[config.mk]
export PLATFORM = sky130hd
export DESIGN_NAME = prime_factorizer
export DESIGN_NICKNAME = d
export VERILOG_FILES = /design/src/rtl/pf_pkg.sv /design/src/rtl/prime_factorizer.sv /design/src/rtl/pf_divider.sv
export SDC_FILE = /design/constraint.sdc
export NUM_CORES = 1
export LEC_CHECK = 0
export BUFFER_PORTS_ARGS = -buffer_cell sky130_fd_sc_hd__buf_2
export CORE_MARGIN = 4
export CORE_UTILIZATION = 45
export DETAILED_ROUTE_END_ITERATION = 6
export PLACE_DENSITY = 0.64
export SLEW_MARGIN = 15
export SYNTH_ARGS = -nofsm -noshare
export SYNTH_HDL_FRONTEND = slang
export SYNTH_SLANG_ARGS = --single-unit
[constraint.sdc]
create_clock -name clk -period 11 [get_ports clk]
set_clock_uncertainty 0.2 [all_clocks]
set_input_delay 1.1 -clock clk [delete_from_list [all_inputs] [get_ports clk]]
set_output_delay 1.1 -clock clk [all_outputs]
set_load 0.05 [all_outputs]
[src/rtl/pf_pkg.sv]
// Package for the prime factorizer.
// Holds field widths, the default value width and the sequencer state codes.
// No dependencies.
package pf_pkg;

    localparam int VALUE_BITS_DEF = 16;
    localparam int NUMBER_W       = 16;
    localparam int EXP_W          = 4;
    localparam int FIRST_DIVISOR  = 2;

    typedef enum logic [5:0] {
        ST_IDLE  = 6'b000001,
        ST_CHECK = 6'b000010,
        ST_DIV   = 6'b000100,
        ST_EMIT  = 6'b001000,
        ST_NEXT  = 6'b010000,
        ST_TAIL  = 6'b100000
    } pf_state_t;

endpackage

[src/rtl/prime_factorizer.sv]
// The time from input to first result depends on the factors; each trial
// divisor is tested on the shared divider, and trial divisors run from 2 up
// to the square root of the remaining value. One item at a time; in_ready is
// high only while the sequencer is idle. Reset is asynchronous, active low,
// and clears the sequencer, the divider control and the output valid.
// Top level: trial-division sequencer and result register around pf_divider.
// Depends on pf_pkg and pf_divider.
module prime_factorizer
    import pf_pkg::*;
#(
    parameter int VALUE_BITS = VALUE_BITS_DEF
)
(
    input  logic                clk,
    input  logic                rst_n,
    input  logic                in_valid,
    output logic                in_ready,
    input  logic [NUMBER_W-1:0] number,
    output logic                out_valid,
    input  logic                out_ready,
    output logic [NUMBER_W-1:0] prime,
    output logic [EXP_W-1:0]    exponent,
    output logic                last,
    output logic                invalid
);

    localparam int SQW = VALUE_BITS + 2;

    pf_state_t             state_reg, state_next;
    logic                  out_valid_reg, out_valid_next;

    logic [VALUE_BITS-1:0] rem_reg, rem_next;
    logic [VALUE_BITS-1:0] div_reg, div_next;
    logic [SQW-1:0]        sq_reg, sq_next;
    logic [EXP_W-1:0]      exp_reg, exp_next;

    logic [VALUE_BITS-1:0] pend_prime_reg, pend_prime_next;
    logic [EXP_W-1:0]      pend_exp_reg, pend_exp_next;
    logic                  pend_last_reg, pend_last_next;
    logic                  pend_inv_reg, pend_inv_next;

    logic [VALUE_BITS-1:0] prime_reg, prime_next;
    logic [EXP_W-1:0]      exponent_reg, exponent_next;
    logic                  last_reg, last_next;
    logic                  invalid_reg, invalid_next;

    logic [VALUE_BITS-1:0] value;
    logic                  in_fire;
    logic                  out_fire;
    logic                  out_free;
    logic                  sq_fits;

    logic                  dv_start;
    logic [VALUE_BITS-1:0] dv_dividend;
    logic                  dv_done;
    logic [VALUE_BITS-1:0] dv_quot;
    logic [VALUE_BITS-1:0] dv_rem;

    assign value    = number[VALUE_BITS-1:0];
    assign in_ready = (state_reg == ST_IDLE);
    assign in_fire  = in_valid && in_ready;
    assign out_fire = out_valid_reg && out_ready;
    assign out_free = !out_valid_reg || out_ready;
    assign sq_fits  = (sq_reg <= SQW'(rem_reg));

    pf_divider #(
        .VALUE_BITS (VALUE_BITS)
    ) u_divider (
        .clk       (clk),
        .rst_n     (rst_n),
        .start     (dv_start),
        .dividend  (dv_dividend),
        .divisor   (div_reg),
        .done      (dv_done),
        .quotient  (dv_quot),
        .remainder (dv_rem)
    );

    always_comb
    begin
        dv_start    = 1'b0;
        dv_dividend = rem_reg;
        if (state_reg == ST_CHECK && sq_fits)
        begin
            dv_start = 1'b1;
        end
        else if (state_reg == ST_DIV && dv_done && dv_rem == '0)
        begin
            dv_start    = 1'b1;
            dv_dividend = dv_quot;
        end
    end

    always_comb
    begin
        state_next      = state_reg;
        out_valid_next  = out_valid_reg;
        rem_next        = rem_reg;
        div_next        = div_reg;
        sq_next         = sq_reg;
        exp_next        = exp_reg;
        pend_prime_next = pend_prime_reg;
        pend_exp_next   = pend_exp_reg;
        pend_last_next  = pend_last_reg;
        pend_inv_next   = pend_inv_reg;
        prime_next      = prime_reg;
        exponent_next   = exponent_reg;
        last_next       = last_reg;
        invalid_next    = invalid_reg;

        if (out_fire)
        begin
            out_valid_next = 1'b0;
        end

        unique case (state_reg)
            ST_IDLE:
            begin
                if (in_fire)
                begin
                    if (value < VALUE_BITS'(FIRST_DIVISOR))
                    begin
                        pend_prime_next = '0;
                        pend_exp_next   = '0;
                        pend_last_next  = 1'b1;
                        pend_inv_next   = 1'b1;
                        state_next      = ST_EMIT;
                    end
                    else
                    begin
                        rem_next   = value;
                        div_next   = VALUE_BITS'(FIRST_DIVISOR);
                        sq_next    = SQW'(FIRST_DIVISOR * FIRST_DIVISOR);
                        exp_next   = '0;
                        state_next = ST_CHECK;
                    end
                end
            end
            ST_CHECK:
            begin
                state_next = sq_fits ? ST_DIV : ST_TAIL;
            end
            ST_DIV:
            begin
                if (dv_done)
                begin
                    if (dv_rem == '0)
                    begin
                        rem_next = dv_quot;
                        exp_next = exp_reg + 1'b1;
                    end
                    else if (exp_reg != '0)
                    begin
                        pend_prime_next = div_reg;
                        pend_exp_next   = exp_reg;
                        pend_last_next  = (rem_reg == VALUE_BITS'(1));
                        pend_inv_next   = 1'b0;
                        state_next      = ST_EMIT;
                    end
                    else
                    begin
                        state_next = ST_NEXT;
                    end
                end
            end
            ST_EMIT:
            begin
                if (out_free)
                begin
                    out_valid_next = 1'b1;
                    prime_next     = pend_prime_reg;
                    exponent_next  = pend_exp_reg;
                    last_next      = pend_last_reg;
                    invalid_next   = pend_inv_reg;
                    state_next     = pend_last_reg ? ST_IDLE : ST_NEXT;
                end
            end
            ST_NEXT:
            begin
                sq_next    = sq_reg + SQW'({div_reg, 1'b1});
                div_next   = div_reg + 1'b1;
                exp_next   = '0;
                state_next = ST_CHECK;
            end
            ST_TAIL:
            begin
                if (rem_reg > VALUE_BITS'(1))
                begin
                    pend_prime_next = rem_reg;
                    pend_exp_next   = EXP_W'(1);
                    pend_last_next  = 1'b1;
                    pend_inv_next   = 1'b0;
                    state_next      = ST_EMIT;
                end
                else
                begin
                    state_next = ST_IDLE;
                end
            end
            default:
            begin
                state_next = ST_IDLE;
            end
        endcase
    end

    always_ff @(posedge clk or negedge rst_n)
    begin
        if (!rst_n)
        begin
            state_reg     <= ST_IDLE;
            out_valid_reg <= 1'b0;
        end
        else
        begin
            state_reg     <= state_next;
            out_valid_reg <= out_valid_next;
        end
    end

    always_ff @(posedge clk)
    begin
        rem_reg        <= rem_next;
        div_reg        <= div_next;
        sq_reg         <= sq_next;
        exp_reg        <= exp_next;
        pend_prime_reg <= pend_prime_next;
        pend_exp_reg   <= pend_exp_next;
        pend_last_reg  <= pend_last_next;
        pend_inv_reg   <= pend_inv_next;
        prime_reg      <= prime_next;
        exponent_reg   <= exponent_next;
        last_reg       <= last_next;
        invalid_reg    <= invalid_next;
    end

    assign out_valid = out_valid_reg;
    assign prime     = NUMBER_W'(prime_reg);
    assign exponent  = exponent_reg;
    assign last      = last_reg;
    assign invalid   = invalid_reg;

`ifndef SYNTH
    a_invalid_alone: assert property (@(posedge clk) disable iff (!rst_n)
        out_valid_reg && invalid_reg |-> last_reg && prime_reg == '0 && exponent_reg == '0)
        else $error("invalid result carries factor data");
    a_factor_sane: assert property (@(posedge clk) disable iff (!rst_n)
        out_valid_reg && !invalid_reg |-> prime_reg >= VALUE_BITS'(FIRST_DIVISOR)
                                          && exponent_reg != '0)
        else $error("factor result with bad prime or exponent");
    a_div_start_state: assert property (@(posedge clk) disable iff (!rst_n)
        dv_start |-> (state_reg == ST_CHECK || state_reg == ST_DIV))
        else $error("divider started outside trial states");
    a_sq_tracks: assert property (@(posedge clk) disable iff (!rst_n)
        state_reg == ST_CHECK |-> sq_reg == SQW'(div_reg) * SQW'(div_reg))
        else $error("square register out of step with divisor");
    a_accept_leaves_idle: assert property (@(posedge clk) disable iff (!rst_n)
        in_fire |=> !in_ready)
        else $error("ready held after accepting an item");
`endif

endmodule

[src/rtl/pf_divider.sv]
// Shared restoring divider, one quotient bit per cycle.
// Depends on pf_pkg for the default width.
module pf_divider
    import pf_pkg::*;
#(
    parameter int VALUE_BITS = VALUE_BITS_DEF
)
(
    input  logic                  clk,
    input  logic                  rst_n,
    input  logic                  start,
    input  logic [VALUE_BITS-1:0] dividend,
    input  logic [VALUE_BITS-1:0] divisor,
    output logic                  done,
    output logic [VALUE_BITS-1:0] quotient,
    output logic [VALUE_BITS-1:0] remainder
);

    localparam int CW = $clog2(VALUE_BITS + 1);

    logic                  run_reg, run_next;
    logic                  done_reg, done_next;
    logic [CW-1:0]         cnt_reg, cnt_next;
    logic [VALUE_BITS-1:0] q_reg, q_next;
    logic [VALUE_BITS-1:0] r_reg, r_next;
    logic [VALUE_BITS-1:0] d_reg, d_next;
    logic [VALUE_BITS:0]   shifted;
    logic [VALUE_BITS:0]   trial;

    assign shifted = {r_reg, q_reg[VALUE_BITS-1]};
    assign trial   = shifted - {1'b0, d_reg};

    always_comb
    begin
        run_next  = run_reg;
        done_next = 1'b0;
        cnt_next  = cnt_reg;
        q_next    = q_reg;
        r_next    = r_reg;
        d_next    = d_reg;
        if (start)
        begin
            run_next = 1'b1;
            cnt_next = CW'(VALUE_BITS);
            q_next   = dividend;
            r_next   = '0;
            d_next   = divisor;
        end
        else if (run_reg)
        begin
            if (!trial[VALUE_BITS])
            begin
                r_next = trial[VALUE_BITS-1:0];
                q_next = {q_reg[VALUE_BITS-2:0], 1'b1};
            end
            else
            begin
                r_next = shifted[VALUE_BITS-1:0];
                q_next = {q_reg[VALUE_BITS-2:0], 1'b0};
            end
            cnt_next = cnt_reg - 1'b1;
            if (cnt_reg == CW'(1))
            begin
                run_next  = 1'b0;
                done_next = 1'b1;
            end
        end
    end

    always_ff @(posedge clk or negedge rst_n)
    begin
        if (!rst_n)
        begin
            run_reg  <= 1'b0;
            done_reg <= 1'b0;
            cnt_reg  <= '0;
        end
        else
        begin
            run_reg  <= run_next;
            done_reg <= done_next;
            cnt_reg  <= cnt_next;
        end
    end

    always_ff @(posedge clk)
    begin
        q_reg <= q_next;
        r_reg <= r_next;
        d_reg <= d_next;
    end

    assign done      = done_reg;
    assign quotient  = q_reg;
    assign remainder = r_reg;

`ifndef SYNTH
    a_done_rem_small: assert property (@(posedge clk) disable iff (!rst_n)
        done_reg && (d_reg != '0) |-> (r_reg < d_reg))
        else $error("divider remainder not below divisor");
    a_done_one_pulse: assert property (@(posedge clk) disable iff (!rst_n)
        done_reg |=> !done_reg)
        else $error("divider done held for more than one cycle");
    a_run_count: assert property (@(posedge clk) disable iff (!rst_n)
        run_reg |-> (cnt_reg != '0))
        else $error("divider running with zero count");
`endif

endmodule
== After elaboration in Yosys (flattened, before gate mapping) ==
Cells that the tools add are included.

* Add/subtract/negate cells: 5
* Magnitude comparators: 3
* Eq/ne operators: 18
* Multiplexer cells: 71
* Reductions and logical operators: 21

{| class="wikitable"
|+ Operators by type and width
! kind !! count
|-
| 16-bit two-way mux || 17
|-
| 16-bit case mux with 2 select lines || 2
|-
| 4-bit two-way mux || 12
|-
| 16-bit case mux with 3 select lines || 1
|-
| 18-bit two-way mux || 2
|-
| 18-bit case mux with 2 select lines || 1
|-
| 6-bit case mux with 6 select lines || 1
|-
| 6-bit two-way mux || 5
|-
| 4-bit case mux with 3 select lines || 2
|-
| 1-bit two-way mux || 22
|-
| 5-bit two-way mux || 4
|-
| 18-bit by 17-bit adder with 18-bit output || 1
|-
| 18-bit by 16-bit less-or-equal comparator with 1-bit output || 1
|-
| 17-bit by 16-bit subtractor with 17-bit output || 1
|-
| 16-bit by 1-bit adder with 16-bit output, second input constant || 1
|-
| 16-bit by 1-bit == test with 1-bit output, second input constant || 1
|-
| 16-bit by 1-bit greater-than comparator with 1-bit output, second input constant || 1
|-
| 16-bit logical NOT || 1
|-
| 16-bit by 2-bit < comparator with 1-bit output, second input constant || 1
|-
| 2-bit by 1-bit inequality test with 1-bit output, second input constant || 5
|-
| 5-bit AND reduction || 2
|-
| 2-bit inequality test, second input constant || 4
|-
| 7-bit AND reduction || 1
|-
| 6-bit by 1-bit == test with 1-bit output, second input constant || 1
|-
| 19 further kinds || 28
|}

* Register bits: 160
* Bits of input ports: 20
* Output and inout bits: 24
* Logic and storage cells: 138

== Depth between registers and ports, before layout ==
Gate-level depths: netlist of the first run.

* Depth in word-level cells: 7
* Gate-level depth with buffers: 12
* Depth with buffers taken out: 11

== By module ==
From an unflattened synthesis of the first run, not the netlist that was laid out.

* Cell total of the unflattened synthesis: 805
* Area, all modules: 8794.7 um2

{| class="wikitable"
|+ Modules (own cells, without submodules)
! module !! times used !! cells each !! area an instance (um2) !! sequential area each (um2)
|-
| prime_factorizer || 1 || 511 || 5729.2 || 3119.2
|-
| pf_divider || 1 || 294 || 3065.4 || 1456.4
|}

== Worst setup path after synthesis of the first run ==
Ideal clock, no wire load.

* Path kind: input-to-reg
* Start point: in number[13]
* End point: reg pend_exp_reg[0], enable pin
* Setup time: 459 ps
* Data arrival time: 3919 ps
* Required time: 10341 ps
* Setup slack: 6422 ps
* Stages on the path: 4
* Buffers on the path: 0
* Cell sequence: nor4_1 > nand4_1 > o21a_1 > nor4_1

* Cells in the longest elaborated chain, start to end: 3

{| class="wikitable"
|+ Ends and longest elaborated chain
! item !! RTL line !! source
|-
| start, declared || prime_factorizer.sv:18 || <nowiki>input logic [NUMBER_W-1:0] number,</nowiki>
|-
| 16-bit by 2-bit < comparator with 1-bit output || prime_factorizer.sv:121 || <nowiki>if (value < VALUE_BITS'(FIRST_DIVISOR))</nowiki>
|-
| 2-bit by 1-bit inequality test with 1-bit output (no line) || -- ||
|-
| 7-bit AND reduction (no line) || -- ||
|-
| end signal, assigned || prime_factorizer.sv:228 || <nowiki>pend_exp_reg <= pend_exp_next;</nowiki>
|-
| end, declared || prime_factorizer.sv:38 || <nowiki>logic [EXP_W-1:0] pend_exp_reg, pend_exp_next;</nowiki>
|}

Every way passes these cells.
A chain may end at the register's enable or synchronous reset.

== Worst setup path in the final report of the first run ==
* Start point: reg rem_reg[9]
* End point: reg u_divider.q_reg[4] (netlist: u_divider.quotient[4]) (data pin)

* Cells in the longest elaborated chain, start to end: 4
* Elaborated cells on any way between the ends: 5
* Classes of those cells: 1 x order compare; 3 x mux; 1 x reduce/logical

{| class="wikitable"
|+ Ends and longest elaborated chain
! item !! RTL line !! source
|-
| start, declared || prime_factorizer.sv:32 || <nowiki>logic [VALUE_BITS-1:0] rem_reg, rem_next;</nowiki>
|-
| start signal, assigned || prime_factorizer.sv:223 || <nowiki>rem_reg <= rem_next;</nowiki>
|-
| 18-bit by 16-bit less-or-equal comparator with 1-bit output * || prime_factorizer.sv:64 || <nowiki>assign sq_fits = (sq_reg <= SQW'(rem_reg));</nowiki>
|-
| 1-bit logical AND * || prime_factorizer.sv:83 || <nowiki>if (state_reg == ST_CHECK && sq_fits)</nowiki>
|-
| 16-bit two-way mux or 1-bit two-way mux (tied branches) || prime_factorizer.sv:83 ||
|-
| 16-bit two-way mux * || pf_divider.sv:41 || <nowiki>if (start)</nowiki>
|-
| named net u_divider.q_next[4] || pf_divider.sv:24 || <nowiki>logic [VALUE_BITS-1:0] q_reg, q_next;</nowiki>
|-
| end signal, assigned || pf_divider.sv:88 || <nowiki>q_reg <= q_next;</nowiki>
|-
| end, declared || pf_divider.sv:24 ||
|}

Mark *: on every way through the listed nets, which the timed path passes. The rest lies on a longest branch.

==> flow_summary.html, run 1 <==
<table>
<tr><th>Metric</th><th>Value</th></tr>
<tr><th colspan="2">Floorplan</th></tr>
<tr><td>Core Footprint</td><td>0.0189 mm2</td></tr>
<tr><td>DIE WIDTH</td><td>147 um</td></tr>
<tr><td>Floorplan die area</td><td>0.0217 mm2</td></tr>
<tr><td>Die Ht</td><td>147 um</td></tr>
<tr><td>Initial core utilization</td><td>46.2%</td></tr>
<tr><td>Floorplan row count</td><td>50</td></tr>
<tr><td>Boundary Pins</td><td>44</td></tr>
<tr><th colspan="2">CTS</th></tr>
<tr><td>Clk pin slew, worst setup/hold paths</td><td>70 ps</td></tr>
<tr><td>Clock Path Buffers</td><td>2</td></tr>
<tr><td>Clock Latency Late Sink</td><td>440 ps</td></tr>
<tr><td>Number of buffers created by CTS</td><td>17</td></tr>
<tr><td>Root Driver</td><td>clkbuf_16</td></tr>
<tr><td>Hold-fix buffer count after cts</td><td>0</td></tr>
<tr><td>Number of setup buffers added after CTS</td><td>0</td></tr>
<tr><td>Post-CTS resize count</td><td>0</td></tr>
<tr><td>Clock sinks</td><td>160</td></tr>
<tr><td>CTS tree</td><td>done</td></tr>
<tr><td>Max H-tree Level</td><td>4</td></tr>
<tr><th colspan="2">Pwr</th></tr>
<tr><td>Total internal power</td><td>1.69 mW</td></tr>
<tr><td>Max VDD drop</td><td>0.000116 V</td></tr>
<tr><td>Relative contribution of sequential cells to total power</td><td>38.3%</td></tr>
<tr><td>Pwr dens</td><td>289 mW/mm2</td></tr>
<tr><td>Proportion of power drawn by the clock network</td><td>19.9%</td></tr>
<tr><td>Combinational power share</td><td>41.8%</td></tr>
<tr><td>Switching power</td><td>1.13 mW</td></tr>
<tr><td>Leakage power figure</td><td>3.88 nW</td></tr>
<tr><td>Sw frac</td><td>40.1%</td></tr>
<tr><th colspan="2">Worst setup path</th></tr>
<tr><td>Maximum fanout along the worst path</td><td>31</td></tr>
<tr><td>Kind of critical path</td><td>reg -&gt; reg</td></tr>
<tr><td>Element type at the critical path end</td><td>flop</td></tr>
<tr><td>Worst endpoint data arrival time</td><td>3540 ps</td></tr>
<tr><td>Startpoint type of the worst setup path</td><td>flop</td></tr>
<tr><td>Data required, critical path</td><td>10970 ps</td></tr>
<tr><th colspan="2">Final layout</th></tr>
<tr><td>Non-Filler Cell Area, Final</td><td>0.00978 mm2</td></tr>
<tr><td>Flip-flop count of the largest register after layout</td><td>18</td></tr>
<tr><td>Antenna cells</td><td>0</td></tr>
<tr><td>Fraction of layout cells with a size suffix above 1</td><td>12.3%</td></tr>
<tr><td>Growth of design area from synthesis to finish</td><td>12.0%</td></tr>
<tr><td>Final-layout fill cell count</td><td>1734</td></tr>
<tr><td>Core occupancy in the finished layout</td><td>51.7%</td></tr>
<tr><td>Fin nets</td><td>949</td></tr>
<tr><th colspan="2">Run</th></tr>
<tr><td>Number of maximum-capacitance constraint violations</td><td>0</td></tr>
<tr><th colspan="2">Route</th></tr>
<tr><td>Vias after detailed routing</td><td>6132</td></tr>
<tr><td>Average wire per cell in the routed design</td><td>17.0 um</td></tr>
<tr><td>Remaining number of nets flagged by the antenna check after routing</td><td>0</td></tr>
<tr><td>Drt drc</td><td>0</td></tr>
<tr><td>Final routed wirelength across all metal layers</td><td>19.5 mm</td></tr>
<tr><td>Number of iterations in the first detailed-routing pass</td><td>7</td></tr>
<tr><td>Number of vias per cell</td><td>5.35</td></tr>
<tr><td>Initial DRC Count</td><td>485</td></tr>
<tr><th colspan="2">GRT</th></tr>
<tr><td>Maximum number of pins on one net before global-route repair</td><td>38</td></tr>
<tr><td>Vias in the first global route</td><td>5785</td></tr>
<tr><td>Number of antenna violations at the first check in global routing</td><td>0</td></tr>
<tr><td>Remaining global-route overflow</td><td>0</td></tr>
<tr><td>Overall fraction of global-route tracks in use</td><td>18.3%</td></tr>
<tr><td>Wire length of the first global-routing pass</td><td>31.0 mm</td></tr>
<tr><th colspan="2">Yosys</th></tr>
<tr><td>Most frequent cells after synthesis</td><td>edfxtp_1, nand2_1, nor2_1</td></tr>
<tr><td>Area share of the largest cell type after synthesis</td><td>44.7%</td></tr>
<tr><td>Library cell with the largest summed area after synthesis</td><td>edfxtp_1</td></tr>
<tr><td>Top area cells in the synthesized netlist</td><td>edfxtp_1, ha_1, nand2_1, o21ai_0, dfrtp_1</td></tr>
<tr><td>Average cell area after synthesis</td><td>10.5 um2</td></tr>
<tr><td>Yosys Warn Count</td><td>0</td></tr>
<tr><td>Number of synthesized flops with an enable pin</td><td>130</td></tr>
<tr><td>Post-Syn Instances</td><td>829</td></tr>
<tr><td>Unique cell type count in the Yosys netlist</td><td>72</td></tr>
<tr><td>Yosys reg bits</td><td>160</td></tr>
<tr><td>Post-synthesis cell area</td><td>0.00873 mm2</td></tr>
<tr><td>Most used flip-flop cell after synthesis</td><td>edfxtp_1</td></tr>
<tr><td>Synthesized Nets</td><td>904</td></tr>
<tr><td>Most repeated cell in the gate-level netlist after synthesis</td><td>edfxtp_1</td></tr>
<tr><td>Proportion of synthesized chip area in sequential cells</td><td>52.4%</td></tr>
<tr><td>Proportion of register bits with asynchronous set or reset after synthesis</td><td>8.75%</td></tr>
<tr><th colspan="2">Timing</th></tr>
<tr><td>Relative slew margins</td><td>37.5%</td></tr>
<tr><td>Transition at the pin with the smallest max-transition slack</td><td>938 ps</td></tr>
<tr><td>Fraction of the cycle the final worst path needs</td><td>32.4%</td></tr>
<tr><td>Count of endpoints failing setup in the final report</td><td>0</td></tr>
<tr><td>Final WS setup</td><td>7440 ps</td></tr>
<tr><td>Max Clock Freq</td><td>281 MHz</td></tr>
<tr><td>Setup repair after global routing missed its margin</td><td>no</td></tr>
<tr><td>Fin. Hold Viols</td><td>0</td></tr>
<tr><td>Max Slew Vio Count</td><td>0</td></tr>
<tr><td>Final min period</td><td>3560 ps</td></tr>
<tr><td>Setup tns final</td><td>0 ps</td></tr>
<tr><th colspan="2">Min path</th></tr>
<tr><td>Path class of the lowest-slack min-delay path</td><td>reg -&gt; reg</td></tr>
<tr><th colspan="2">Placed design</th></tr>
<tr><td>Weighted congestion at the end of routability-driven global placement</td><td>0.853</td></tr>
<tr><td>Dpl cell area</td><td>0.00919 mm2</td></tr>
<tr><td>Port Buf Inserts</td><td>43</td></tr>
<tr><td>Post-placement worst setup slack</td><td>6950 ps</td></tr>
<tr><td>HPWL after detailed placement</td><td>14.1 mm</td></tr>
<tr><th colspan="2">Status</th></tr>
<tr><td>Status</td><td>completed</td></tr>
</table>
-- metrics by stage --
step / hold slack (ps) / power [mW] / cells
finish: 218 / 2.82 / 1147
global route: 228 / 3.03 / 1147
CTS: 218 / 2.83 / 1147
detailed placement: 205 / 2.27 / 1115
global placement: 206 / 2.25 / 1115
floorplan: 200 / 1.99 / 829
-- worst paths after layout --
check / startpoint / endpoint / slack [ps] / depth (start not counted)
max in group asynchronous: rst_n / state_reg[0] / 9960 / 1
hold / removal: pend_prime_reg[10] / prime[10] / 220 / 0
hold reg to reg: pend_prime_reg[10] / prime[10] / 220 / 0
setup reg to reg: rem_reg[9] / u_divider.quotient[4] / 7440 / 9
setup / recovery: rem_reg[9] / u_divider.quotient[4] / 7440 / 9
min in group asynchronous: rst_n / state_reg[4] / 350 / 1
-- cell usage in the layout, fill, tap and decap left out, drive strengths merged, types with 4 or more instances in the layout --
master	instances
nand4	7
nand2	113
clkbuf	18
nand3	16
clkinv	6
inv	60
o21a	10
xnor2	25
nor4	15
and3	10
edfxtp	130
o31a	4
a21oi	38
mux2i	12
dfxtp	16
nor3	18
or2	8
nand2b	10
nand3b	7
a211oi	4
buf	52
nor2	69
ha	53
nor2b	12
xor2	15
o21ai	71
a311oi	5
dfrtp	13
a21o	8
a31oi	7
-- worst max-delay path, stage by stage, from the launching register on --
cell,delay (ps)
edfxtp_1,350
inv_1,120
ha_1,310
and3_1,180
nand3_1,150
a2bb2oi_1,190
a211oi_1,410
o31a_1,820
buf_4,410
o21ai_0,140
-- power groups by stage --
stage               sequential (mW)  clock (mW)  combinational (mW)
detailed placement             1.09           0                1.17
floorplan                      1.04           0               0.946
global placement               1.09           0                1.15
CTS                            1.08       0.573                1.18
finish                         1.08       0.563                1.18
global route                   1.11       0.598                1.33
-- cells by family (layout without fill, tap and decap cells) --
family	Yosys count	in the layout	synth area share [%]
AND/OR/NAND/NOR	305	305	17.1
AO/OA/AOI/OAI	176	176	12.6
flip-flops	160	160	52.4
buffers and inverters	81	139	4.20
adder cells (fa/ha/maj)	55	55	8.06
XOR/XNOR	40	40	4.23
multiplexers	12	12	1.38
-- per-layer routing --
metal | GRT usage (%) | vias to the layer above | share of wire (%)
met5 | 0 | - | 0
met4 | 8.01 | 0 | 2.9
met3 | 2.62 | 31 | 3.7
met2 | 27.9 | 136 | 45
met1 | 26.0 | 2875 | 48
li1 | - | 3090 | -
-- layout make-up --
| cell class | instances | area [um2] | area share (%) |
|---|---|---|---|
| clock buffers | 18 | 439 | 4.49 |
| clock inverters | 14 | 129 | 1.32 |
| inverters | 55 | 206 | 2.11 |
| multi-input cells | 588 | 3820 | 39.1 |
| flip-flops and latches | 160 | 4580 | 46.8 |
| well taps | 260 | 325 | 3.33 |
| repair buffers | 52 | 283 | 2.89 |
No activity file was read; power rests on OpenSTA's default activity.
==> run 2, diff against run 1 <==
Settings changed: ABC_AREA set to 1, PLACE_DENSITY 0.64 to 0.63.
Clock period 11 ns to 3.35 ns, I/O delays scaled along.
==> flow_summary.html, run 2 <==
<table>
<tr><th>Metric</th><th>Value</th></tr>
<tr><th colspan="2">Worst setup path</th></tr>
<tr><td>Top cell by count, worst path</td><td>nand2_1</td></tr>
<tr><td>Category of cells accounting for the largest share of critical-path delay</td><td>simple AND/OR/NAND/NOR gates (was compound AO/OA/AOI/OAI gates)</td></tr>
<tr><td>Data required, critical path</td><td>3460 ps (was 10970 ps)</td></tr>
<tr><td>Maximum fanout along the worst path</td><td>14 (was 31)</td></tr>
<tr><td>Startpoint type of the worst setup path</td><td>flop (unchanged)</td></tr>
<tr><td>Worst path cell trace</td><td>inv_1 &gt; ha_1 &gt; fa_1 &gt; inv_1 &gt; nand2_1 &gt; nand2_1 &gt; nand3_1 &gt; nand2_2 &gt; nand2_2 &gt; nand2_1 &gt; nand2_2 &gt; nand2_2 &gt; nand2_1 &gt; nand4_1 &gt; nand2_1 (was inv_1 &gt; ha_1 &gt; and3_1 &gt; nand3_1 &gt; a2bb2oi_1 &gt; a211oi_1 &gt; o31a_1 &gt; buf_4 &gt; o21ai_0)</td></tr>
<tr><td>Worst endpoint data arrival time</td><td>2860 ps (was 3540 ps)</td></tr>
<tr><td>Kind of critical path</td><td>reg -&gt; reg (unchanged)</td></tr>
<tr><td>Cell with the biggest individual delay on the critical path</td><td>fa_1 (was o31a_1)</td></tr>
<tr><td>Element type at the critical path end</td><td>flop (unchanged)</td></tr>
<tr><td>Worst stage delay on the critical path</td><td>420 ps (was 820 ps)</td></tr>
<tr><td>Worst path buffer plus inverter count</td><td>2 (unchanged)</td></tr>
<tr><th colspan="2">Floorplan</th></tr>
<tr><td>Floorplan die area</td><td>0.0228 mm2 (was 0.0217 mm2)</td></tr>
<tr><td>Floorplan row count</td><td>52 (was 50)</td></tr>
<tr><td>Die Ht</td><td>151 um (was 147 um)</td></tr>
<tr><td>Core Footprint</td><td>0.0202 mm2 (was 0.0189 mm2)</td></tr>
<tr><td>Boundary Pins</td><td>44 (unchanged)</td></tr>
<tr><td>DIE WIDTH</td><td>151 um (was 147 um)</td></tr>
<tr><td>Initial core utilization</td><td>45.6% (was 46.2%)</td></tr>
<tr><th colspan="2">GRT</th></tr>
<tr><td>Remaining global-route overflow</td><td>0 (unchanged)</td></tr>
<tr><td>Overall fraction of global-route tracks in use</td><td>19.5% (was 18.3%)</td></tr>
<tr><td>Wire length of the first global-routing pass</td><td>34.4 mm (was 31.0 mm)</td></tr>
<tr><td>Number of antenna violations at the first check in global routing</td><td>0 (unchanged)</td></tr>
<tr><td>Maximum number of pins on one net before global-route repair</td><td>45 (was 38)</td></tr>
<tr><td>Vias in the first global route</td><td>6626 (was 5785)</td></tr>
<tr><th colspan="2">Route</th></tr>
<tr><td>Drt drc</td><td>0 (unchanged)</td></tr>
<tr><td>Vias after detailed routing</td><td>7164 (was 6132)</td></tr>
<tr><td>Number of vias per cell</td><td>5.20 (was 5.35)</td></tr>
<tr><td>Remaining number of nets flagged by the antenna check after routing</td><td>0 (unchanged)</td></tr>
<tr><td>Average wire per cell in the routed design</td><td>15.8 um (was 17.0 um)</td></tr>
<tr><td>Final routed wirelength across all metal layers</td><td>21.8 mm (was 19.5 mm)</td></tr>
<tr><td>Initial DRC Count</td><td>454 (was 485)</td></tr>
<tr><td>Number of iterations in the first detailed-routing pass</td><td>5 (was 7)</td></tr>
<tr><th colspan="2">CTS</th></tr>
<tr><td>Max H-tree Level</td><td>4 (unchanged)</td></tr>
<tr><td>Clock Latency Late Sink</td><td>430 ps (was 440 ps)</td></tr>
<tr><td>Root Driver</td><td>clkbuf_16 (unchanged)</td></tr>
<tr><td>Number of buffers created by CTS</td><td>17 (unchanged)</td></tr>
<tr><td>Clock sinks</td><td>160 (unchanged)</td></tr>
<tr><td>Clock Path Buffers</td><td>2 (unchanged)</td></tr>
<tr><td>Number of setup buffers added after CTS</td><td>0 (unchanged)</td></tr>
<tr><td>Clk pin slew, worst setup/hold paths</td><td>70 ps (about the same)</td></tr>
<tr><td>CTS tree</td><td>done (unchanged)</td></tr>
<tr><th colspan="2">Timing</th></tr>
<tr><td>Final min period</td><td>2750 ps (was 3560 ps)</td></tr>
<tr><td>Setup tns final</td><td>0 ps (unchanged)</td></tr>
<tr><td>Relative slew margins</td><td>51.2% (was 37.5%)</td></tr>
<tr><td>Setup repair after global routing missed its margin</td><td>no (unchanged)</td></tr>
<tr><td>Count of endpoints failing setup in the final report</td><td>0 (unchanged)</td></tr>
<tr><td>Final WS setup</td><td>599 ps (was 7440 ps)</td></tr>
<tr><td>Hold slack</td><td>8.21 ps (was 218 ps)</td></tr>
<tr><td>Fin. Hold Viols</td><td>0 (unchanged)</td></tr>
<tr><td>Max Clock Freq</td><td>364 MHz (was 281 MHz)</td></tr>
<tr><td>Transition at the pin with the smallest max-transition slack</td><td>732 ps (was 938 ps)</td></tr>
<tr><td>Max Slew Vio Count</td><td>0 (unchanged)</td></tr>
<tr><td>Fraction of the cycle the final worst path needs</td><td>82.1% (was 32.4%)</td></tr>
<tr><th colspan="2">Yosys</th></tr>
<tr><td>Unique cell type count in the Yosys netlist</td><td>49 (was 72)</td></tr>
<tr><td>Synthesized-area fraction occupied by adder cells</td><td>7.64% (was 8.06%)</td></tr>
<tr><td>Most used flip-flop cell after synthesis</td><td>edfxtp_1 (unchanged)</td></tr>
<tr><td>Multiplexer share of the synthesized area</td><td>0% (was 1.38%)</td></tr>
<tr><td>Compound-Gate Fraction of Synth Area</td><td>8.82% (was 12.6%)</td></tr>
<tr><td>Yosys Warn Count</td><td>0 (unchanged)</td></tr>
<tr><td>Proportion of register bits with asynchronous set or reset after synthesis</td><td>8.75% (unchanged)</td></tr>
<tr><td>Synthesized Nets</td><td>1121 (was 904)</td></tr>
<tr><td>Post-Syn Instances</td><td>1046 (was 829)</td></tr>
<tr><td>Largest family of logic cells by synthesized area</td><td>simple AND/OR/NAND/NOR gates (unchanged)</td></tr>
<tr><td>Synthesized-area fraction occupied by xor and xnor cells</td><td>1.24% (was 4.23%)</td></tr>
<tr><td>Most frequent cells after synthesis</td><td>nand2_1, inv_1, edfxtp_1 (was edfxtp_1, nand2_1, nor2_1)</td></tr>
<tr><td>Number of synthesized flops with an enable pin</td><td>130 (unchanged)</td></tr>
<tr><td>Top area cells in the synthesized netlist</td><td>edfxtp_1, nand2_1, ha_1, inv_1, dfrtp_1 (was edfxtp_1, ha_1, nand2_1, o21ai_0, dfrtp_1)</td></tr>
<tr><td>Most repeated cell in the gate-level netlist after synthesis</td><td>nand2_1 (was edfxtp_1)</td></tr>
<tr><td>Area share of the largest cell type after synthesis</td><td>42.4% (was 44.7%)</td></tr>
<tr><td>Average cell area after synthesis</td><td>8.80 um2 (was 10.5 um2)</td></tr>
<tr><td>Yosys reg bits</td><td>160 (unchanged)</td></tr>
<tr><td>Library cell with the largest summed area after synthesis</td><td>edfxtp_1 (unchanged)</td></tr>
<tr><td>Share of synthesized cell area in and, or, nand and nor gates</td><td>23.6% (was 17.1%)</td></tr>
<tr><td>Post-synthesis cell area</td><td>0.00921 mm2 (was 0.00873 mm2)</td></tr>
<tr><td>Proportion of synthesized chip area in sequential cells</td><td>49.7% (was 52.4%)</td></tr>
<tr><th colspan="2">Pwr</th></tr>
<tr><td>Final Total Pwr</td><td>10.4 mW (was 2.82 mW)</td></tr>
<tr><td>Leakage power figure</td><td>4.68 nW (was 3.88 nW)</td></tr>
<tr><td>Max VDD drop</td><td>0.000453 V (was 0.000116 V)</td></tr>
<tr><td>Pwr dens</td><td>1010 mW/mm2 (was 289 mW/mm2)</td></tr>
<tr><th colspan="2">Final layout</th></tr>
<tr><td>Fraction of layout cells with a size suffix above 1</td><td>12.2% (was 12.3%)</td></tr>
<tr><td>Growth of design area from synthesis to finish</td><td>11.9% (was 12.0%)</td></tr>
<tr><td>Commonest non-fill, non-tap cell in the layout</td><td>nand2_1 (was edfxtp_1)</td></tr>
<tr><td>Antenna cells</td><td>0 (unchanged)</td></tr>
<tr><td>Commonest non-fill, non-tap cells in the layout</td><td>nand2_1, inv_1, edfxtp_1 (was edfxtp_1, nand2_1, nor2_1)</td></tr>
<tr><td>Fin nets</td><td>1171 (was 949)</td></tr>
<tr><td>Post-route insts no fill</td><td>1379 (was 1147)</td></tr>
<tr><td>Flip-flop count of the largest register after layout</td><td>18 (unchanged)</td></tr>
<tr><th colspan="2">Placed design</th></tr>
<tr><td>Weighted congestion at the end of routability-driven global placement</td><td>0.875 (was 0.853)</td></tr>
<tr><td>Port Buf Inserts</td><td>43 (unchanged)</td></tr>
<tr><td>Post-placement worst setup slack</td><td>620 ps (was 6950 ps)</td></tr>
<tr><td>Count of placed standard cells including taps</td><td>1344 (was 1115)</td></tr>
<tr><td>HPWL after detailed placement</td><td>16.5 mm (was 14.1 mm)</td></tr>
<tr><th colspan="2">Min path</th></tr>
<tr><td>Path class of the lowest-slack min-delay path</td><td>in -&gt; reg (was reg -&gt; reg)</td></tr>
<tr><th colspan="2">Status</th></tr>
<tr><td>Status</td><td>completed (unchanged)</td></tr>
<tr><th colspan="2">Run</th></tr>
<tr><td>Number of maximum-capacitance constraint violations</td><td>0 (unchanged)</td></tr>
</table>
## run 2: path summary, 6_finish.rpt
kind / cells after the start / from / slack, ps / to
worst max-delay path: 15 / u_divider.quotient[15] / 600 / u_divider.remainder[14]
worst min-delay path: 3 / number[1] / 8 / rem_reg[1]
worst min register to register: 0 / pend_prime_reg[6] / 220 / prime[6]
min in group asynchronous: 2 / rst_n / 140 / u_divider.cnt_reg[0]
max in group asynchronous: 2 / rst_n / 2510 / state_reg[0]
worst max register to register: 15 / u_divider.quotient[15] / 600 / u_divider.remainder[14]
## run 2: cell families after synthesis
group / count (synthesis)
AND/OR/NAND/NOR: 473
buffers and inverters: 201
flip-flops: 160
adder cells (fa/ha/maj): 55
AO/OA/AOI/OAI: 144
XOR/XNOR: 13
## run 2: tightest hold or removal path, stage by stage
cell and delay (ps):
buf_2 90, nand2_1 50, o21ai_0 60
## run 2: power breakdown
part | switching [mW] | internal [mW] | leakage (nW)
Clock | 0.837 | 1.06 | 0.270
Sequential | 0.568 | 3.10 | 1.54
Combinational | 3.26 | 1.56 | 2.87
## run 2: metal layers
| metal | GRT usage, % | up-vias | routed length (um) |
|---|---|---|---|
| li1 | - | 3625 | - |
| met1 | 26.8 | 3323 | 9980 |
| met2 | 31.1 | 185 | 10300 |
| met3 | 4.31 | 31 | 1090 |
| met4 | 5.44 | 0 | 419 |
| met5 | 0 | - | 0 |
## run 2: final cells by class
cell class                 instances  area, um2
clock buffer                      19        443
tap                              270        338
clock inverter                    13        131
timing repair buffer              58        348
multi-input combinational        685       3810
sequential                       160       4580
inverter                         174        653
fill                            1904       9870
## run 2: timing repair
action	in CTS	in global routing
gates resized for setup	0	0
hold buffers	3	0
endpoints found under the hold margin	17	0
## run 2: per-stage QoR
| step | util [%] | area (um2) |
|---|---|---|
| 2_1_floorplan | - | 9210 |
| 5_1_grt | 51.1 | 10300 |
| 6_report | 51.1 | 10300 |
| 3_5_place_dp | 48.1 | 9700 |
| 4_1_cts | 51.1 | 10300 |
| 3_3_place_gp | 48.1 | 9700 |
